**src/design/klaw_pkg.sv**
```systemverilog
package klaw_pkg;

	localparam int MaxLanes  = 3;
	localparam int LanesDef  = 3;
	localparam int ValW      = 16;
	localparam int SumW      = 35;
	localparam int FullTurn  = 'h1000;
	localparam int WrapLimit = 'h801;
	localparam int WrapSpan  = 'h10;

	typedef struct packed {
		logic                   mode;
		logic signed [15:0]     now_time;
		logic        [15:0]     span;
		logic signed [15:0]     from_0;
		logic signed [15:0]     from_1;
		logic signed [15:0]     from_2;
		logic signed [15:0]     to_0;
		logic signed [15:0]     to_1;
		logic signed [15:0]     to_2;
	} klaw_in_t;

	typedef struct packed {
		logic                   skipped;
		logic signed [15:0]     out_0;
		logic signed [15:0]     out_1;
		logic signed [15:0]     out_2;
	} klaw_out_t;

endpackage

```
**src/design/klaw_div.sv**
```systemverilog
// pipelined restoring divider: magnitude of a signed sum over an unsigned span,
// one quotient bit per stage, sign fixed at the end (truncation toward zero)
module klaw_div (
	input  logic                          clk,
	input  logic                          arst_n,
	input  logic                          in_valid,
	input  logic signed [klaw_pkg::SumW-1:0] dividend,
	input  logic        [15:0]            divisor,
	output logic                          out_valid,
	output logic        [15:0]            quot_low
);
	import klaw_pkg::*;

	localparam int MagW = SumW - 1;

	logic [MagW:0]   vld_q;
	logic [MagW-1:0] num_q  [MagW+1];
	logic [16:0]     rem_q  [MagW+1];
	logic [15:0]     dvs_q  [MagW+1];
	logic            neg_q  [MagW+1];

	logic [SumW-1:0] mag_in;
	assign mag_in = dividend[SumW-1] ? (~dividend + 1'b1) : dividend;

	// valid shift line
	always_ff @(posedge clk or negedge arst_n) begin
		if (!arst_n) begin
			vld_q <= '0;
		end else begin
			vld_q <= {vld_q[MagW-1:0], in_valid};
		end
	end

	// stage 0 loads operands
	always_ff @(posedge clk) begin
		num_q[0] <= mag_in[MagW-1:0];
		rem_q[0] <= '0;
		dvs_q[0] <= divisor;
		neg_q[0] <= dividend[SumW-1];
	end

	// one quotient bit per stage, quotient shifts into num
	for (genvar i = 0; i < MagW; i++) begin : g_stage
		logic [17:0] trial;
		logic [17:0] shifted;
		assign shifted = {rem_q[i], num_q[i][MagW-1]};
		assign trial   = shifted - {2'b00, dvs_q[i]};
		always_ff @(posedge clk) begin
			dvs_q[i+1] <= dvs_q[i];
			neg_q[i+1] <= neg_q[i];
			if (!trial[17]) begin
				rem_q[i+1] <= trial[16:0];
				num_q[i+1] <= {num_q[i][MagW-2:0], 1'b1};
			end else begin
				rem_q[i+1] <= shifted[16:0];
				num_q[i+1] <= {num_q[i][MagW-2:0], 1'b0};
			end
		end
	end

	logic [15:0] mag_low;
	assign mag_low   = num_q[MagW][15:0];
	assign quot_low  = neg_q[MagW] ? (~mag_low + 1'b1) : mag_low;
	assign out_valid = vld_q[MagW];
endmodule

```
**config.mk**
```make
export PLATFORM = sky130hd
export DESIGN_NAME = klaw_div
export DESIGN_NICKNAME = d
export VERILOG_FILES = /design/src/design/klaw_pkg.sv /design/src/design/klaw_div.sv
export SDC_FILE = /design/constraint.sdc
export NUM_CORES = 2
export LEC_CHECK = 0
export ABC_AREA = 1
export BUFFER_PORTS_ARGS = -buffer_cell sky130_fd_sc_hd__buf_2
export CAP_MARGIN = 20
export CORE_AREA = 2 2 395 397
export CTS_CLUSTER_DIAMETER = 200
export DETAILED_ROUTE_END_ITERATION = 7
export DIE_AREA = 0 0 397 399
export GPL_TIMING_DRIVEN = 0
export PLACE_DENSITY = 0.83
export SLEW_MARGIN = 20
export SYNTH_ARGS = -nofsm -noshare
export SYNTH_HDL_FRONTEND = slang
export SYNTH_SLANG_ARGS = --single-unit
export TNS_END_PERCENT = 5
```
**constraint.sdc**
```tcl
create_clock -name clk -period 1.7 [get_ports clk]
set_input_delay 0.17 -clock clk [delete_from_list [all_inputs] [get_ports clk]]
set_output_delay 0.17 -clock clk [all_outputs]
set_load 0.02 [all_outputs]
```
==> impl_results.rst <==
.. list-table::
   :header-rows: 1

   * - Metric
     - Value
   * - Outcome
     - finished, violations left
   * - Failing checks
     - negative setup slack
   * - Count of input and output buffers
     - 70
   * - Slew Limit Fails
     - 0
   * - Final number of setup-violating endpoints
     - 580
   * - Fraction of final layout cells with drive strength greater than 1
     - 0.2098
   * - Iter 0 DRT Violations
     - 6907
   * - Hold Vio Cnt, Final
     - 0
   * - Peak per-stage delay on the critical path
     - 0.92 ns
   * - Setup repair after global routing missed its margin
     - yes
   * - Worst slack, placed
     - -0.6019 ns
   * - Nets
     - 13044
   * - Min Hold Slack
     - 0.02869 ns
   * - Sequential cell area in the final layout
     - 38770 sq um
   * - Via count of the routed design
     - 77786
   * - Total length of routed met3 wires
     - 17950 microns
   * - Number of flops mapped to enable cells by yosys
     - 0
   * - Insertion delay to the later sink of the worst-skew pair
     - 0.90 ns
   * - Final Power
     - 237.6 mW
   * - Post-Layout Inst Area
     - 109100 sq um
   * - Routed wl met2
     - 119200 microns
   * - Area used by multi-input combinational logic
     - 47190 sq um
   * - DIE AREA
     - 158400 sq um
   * - Post-detailed-placement half-perimeter wirelength
     - 170500 microns
   * - Leak
     - 57.42 nW
   * - Number of rows created at floorplan
     - 144
   * - Net switching power figure
     - 106.0 mW
   * - Root Buffer Master
     - sky130_fd_sc_hd__clkbuf_16
   * - Via count normalized by instance count
     - 5.318
   * - Clock tree from TritonCTS
     - built
   * - Top_reg_cell synth
     - sky130_fd_sc_hd__dfxtp_1
   * - Crit. End Element
     - flop
   * - Pin slew with the least headroom to its limit
     - 1.098 ns
   * - Critical-path top delay cell
     - sky130_fd_sc_hd__nor3_1
   * - Worst clock skew
     - 0.06696 ns
   * - Final Wtd Congestion
     - 0.9628
   * - Class of the tightest hold or removal check
     - input port to flop
   * - Maximum level of the CTS H-tree
     - 4
   * - TritonCTS Buffers
     - 184
   * - Post-route setup slack
     - -1.312 ns
   * - Design internal power
     - 131.6 mW
   * - Number of fill cells in the layout
     - 11303
   * - Fraction of the core area covered by cells at the end of the flow
     - 0.7099
   * - Post-detailed-route count of antenna-violating nets
     - 0
   * - Vias in the first global route
     - 72875
   * - Async set-or-reset flop fraction in the synthesized netlist
     - 0.01836
   * - Post-Place Cells
     - 13900
   * - Remaining design rule violation count
     - 0
   * - Worst voltage drop across the vdd grid
     - 1405 uV
   * - Top library cells by usage in the layout, fill and taps aside
     - sky130_fd_sc_hd__nand2_1, sky130_fd_sc_hd__inv_1, sky130_fd_sc_hd__dfxtp_1, sky130_fd_sc_hd__nand3_1, sky130_fd_sc_hd__nor2_1
   * - Most common library cell in the layout ignoring fill and taps
     - sky130_fd_sc_hd__nand2_1
   * - Placed standard-cell area
     - 92160 sq um
   * - First-pass GRT wire length
     - 369900 microns
   * - Most frequent cell on the critical path
     - sky130_fd_sc_hd__nand2_1
   * - Ports placed on the boundary
     - 71
   * - Share of power burned in combinational logic
     - 0.538
   * - Power density over the cells
     - 2178 nW/um^2
   * - Synth Warn #
     - 0
   * - Timing-limited maximum frequency
     - 332.0 MHz
   * - Clock-pin slew on the worst setup and hold paths
     - 0.07 ns
   * - Met1 wire length
     - 100100 microns
   * - Cell area after technology mapping
     - 88760 sq um
   * - 1st-pass router iterations
     - 7
   * - Post-detailed-route wirelength per cell
     - 17.19 microns
   * - Total negative slack
     - -158.24 ns
   * - Max_cap viols
     - 0
   * - Critical Setup Path Class
     - flop to flop
   * - Initial core utilization
     - 0.5775
   * - Area delta synth->final
     - 22.91%
   * - Antenna violations before repair
     - 17
   * - Share of total power in sequential cells
     - 0.281
   * - Final worst-path cycle share
     - 1.772
   * - Critical-path maximum fanout
     - 5
   * - Congestion Overflow GR
     - 0
   * - Vertical die dimension
     - 399 microns
   * - Net switching fraction of the power
     - 0.4462
   * - Cells along the critical path
     - inv_1, ha_4, nand2_1, inv_1, nand2_1, nor3_1, nand2_1, nand2_1, nand2_1, nand2_1, nand3_1, nand2_1
   * - Number of instances in the synthesized netlist
     - 11780
   * - Avg Cell Area, Syn
     - 7.535 sq um
   * - Total number of clock tree sinks
     - 1906
   * - Total routed wirelength
     - 251400 microns
   * - Worst Setup Start Kind
     - flop
   * - Required arrival time at the worst endpoint
     - 2.54 ns
   * - Proportion of synthesized chip area in sequential cells
     - 0.4319
   * - Worst-case headroom to the max-slew limit
     - 0.2626
   * - Final Non-Filler Cells
     - 14628
   * - Pin count of the biggest net entering global routing
     - 36
   * - Distinct cell type count after synthesis
     - 41
   * - Area inside the core boundary
     - 153700 sq um
   * - Flip-flop and latch count after synthesis
     - 1906
   * - Die W
     - 397 microns
   * - Arrival time at the worst endpoint
     - 3.85 ns
   * - Shortest clock period the worst path allows after layout
     - 3.012 ns
   * - Maximum buffer depth of the clock tree
     - 3
   * - Top sig layer
     - met5
   * - Global router's overall resource usage
     - 0.2882
   * - Clk network pwr share
     - 0.182
[final cells by class]
type | instances | share of cell area
well taps | 2044 | 0.02344
repair buffers | 452 | 0.03678
plain buffers | 134 | 0.01457
diodes | 8 | 0.0001835
multi-input cells | 7511 | 0.4326
flip-flops and latches | 1906 | 0.3554
clock inverters | 110 | 0.01357
clock buffers | 225 | 0.04630
inverters | 2238 | 0.07723
[per-layer routing]
layer | vias up | GRT usage
li1 | 37620 | -
met1 | 35689 | 0.3574
met2 | 3458 | 0.4940
met3 | 1009 | 0.03934
met4 | 10 | 0.1380
met5 | - | 0
[final timing paths]
path | end | start | slack [ns] | depth (start not counted)
setup / recovery | rem_q[14][15] | dvs_q[13][9] | -1.31 | 12
setup reg to reg | rem_q[14][15] | dvs_q[13][9] | -1.31 | 12
hold / removal | num_q[0][26] | dividend[13] | 0.03 | 8
hold reg to reg | num_q[32][6] | num_q[31][5] | 0.27 | 0
min in group asynchronous | vld_q[0] | arst_n | 0.53 | 3
max in group asynchronous | vld_q[24] | arst_n | 0.67 | 3
[cells by family (layout without fill, tap and decap cells)]
logic type | Yosys count | count (layout) | synth area share
and+or+nand+nor | 6324 | 6327 | 0.3284
xor gates and xnor gates | 264 | 264 | 0.02605
DFF | 1906 | 1906 | 0.4319
adders and majority gates | 563 | 563 | 0.08207
AOI/OAI and AO/OA | 350 | 350 | 0.02069
buffers and inverters | 2372 | 3159 | 0.1109
other | 1 | 15 | 0.00004225
[power by group through the flow]
stage,clock network [mW],registers [mW],logic (mW)
6_report,43.1,66.7,128
5_1_grt,45.6,67.3,140
4_1_cts,43.5,65.3,111
3_5_place_dp,0,65.3,102
3_3_place_gp,0,65.1,100
2_1_floorplan,0,61.7,80.6
[cell usage after synthesis (3+ instances only)]
master                     number  area [sq um]
sky130_fd_sc_hd__nor3_1        68         340.3
sky130_fd_sc_hd__nand3_2      210          2102
sky130_fd_sc_hd__nor2_2        62         387.9
sky130_fd_sc_hd__inv_2         73         274.0
sky130_fd_sc_hd__fa_1          32         640.6
sky130_fd_sc_hd__nor2_4        20         225.2
sky130_fd_sc_hd__xor2_1       163          1428
sky130_fd_sc_hd__xnor2_1      101         884.6
sky130_fd_sc_hd__nand3_1     1387          6942
sky130_fd_sc_hd__nand2_2       46         287.8
sky130_fd_sc_hd__inv_1       2164          8123
sky130_fd_sc_hd__nor2_1       430          1614
sky130_fd_sc_hd__buf_6        118          1329
sky130_fd_sc_hd__ha_1         531          6644
sky130_fd_sc_hd__nand4_1      106         663.1
sky130_fd_sc_hd__or2_2         62         387.9
sky130_fd_sc_hd__o21ai_0       26         130.1
sky130_fd_sc_hd__nand2_1     3709         13920
sky130_fd_sc_hd__o21ai_1       22         110.1
sky130_fd_sc_hd__buf_4         10         75.07
sky130_fd_sc_hd__and2_1        67         419.2
sky130_fd_sc_hd__clkbuf_1       3         11.26
sky130_fd_sc_hd__nor4_1         3         18.77
sky130_fd_sc_hd__a21oi_2       20         175.2
sky130_fd_sc_hd__dfrtp_1       35         875.8
sky130_fd_sc_hd__nand2_4      125          1408
sky130_fd_sc_hd__nand3b_1       4         30.03
sky130_fd_sc_hd__nand3_4       22         385.4
sky130_fd_sc_hd__a21oi_1      279          1396
sky130_fd_sc_hd__dfxtp_1     1871         37460
[flip-flops by register name, indices dropped and copies added (netlist names)]
register / flops
vld_q: 35
num_q: 731
rem_q: 561
dvs_q: 544
neg_q: 35
[timing repair]
item | in CTS | in global routing
pin swaps | 162 | 222
endpoints found under the hold margin | 86 | 0
setup buffers | 124 | 161
hold buffers | 72 | 0
gates resized for setup | 649 | 903
setup endpoints to repair | 584 | 593
cloned | 10 | 21
[critical path, delay by kind of cell (launching register included)]
family	cells	cell delay, ns
adders and majority gates	1	0.30
buffers and inverters	2	0.27
DFF	1	0.36
and+or+nand+nor	9	2.00
(Power assumes the default switching activity.)
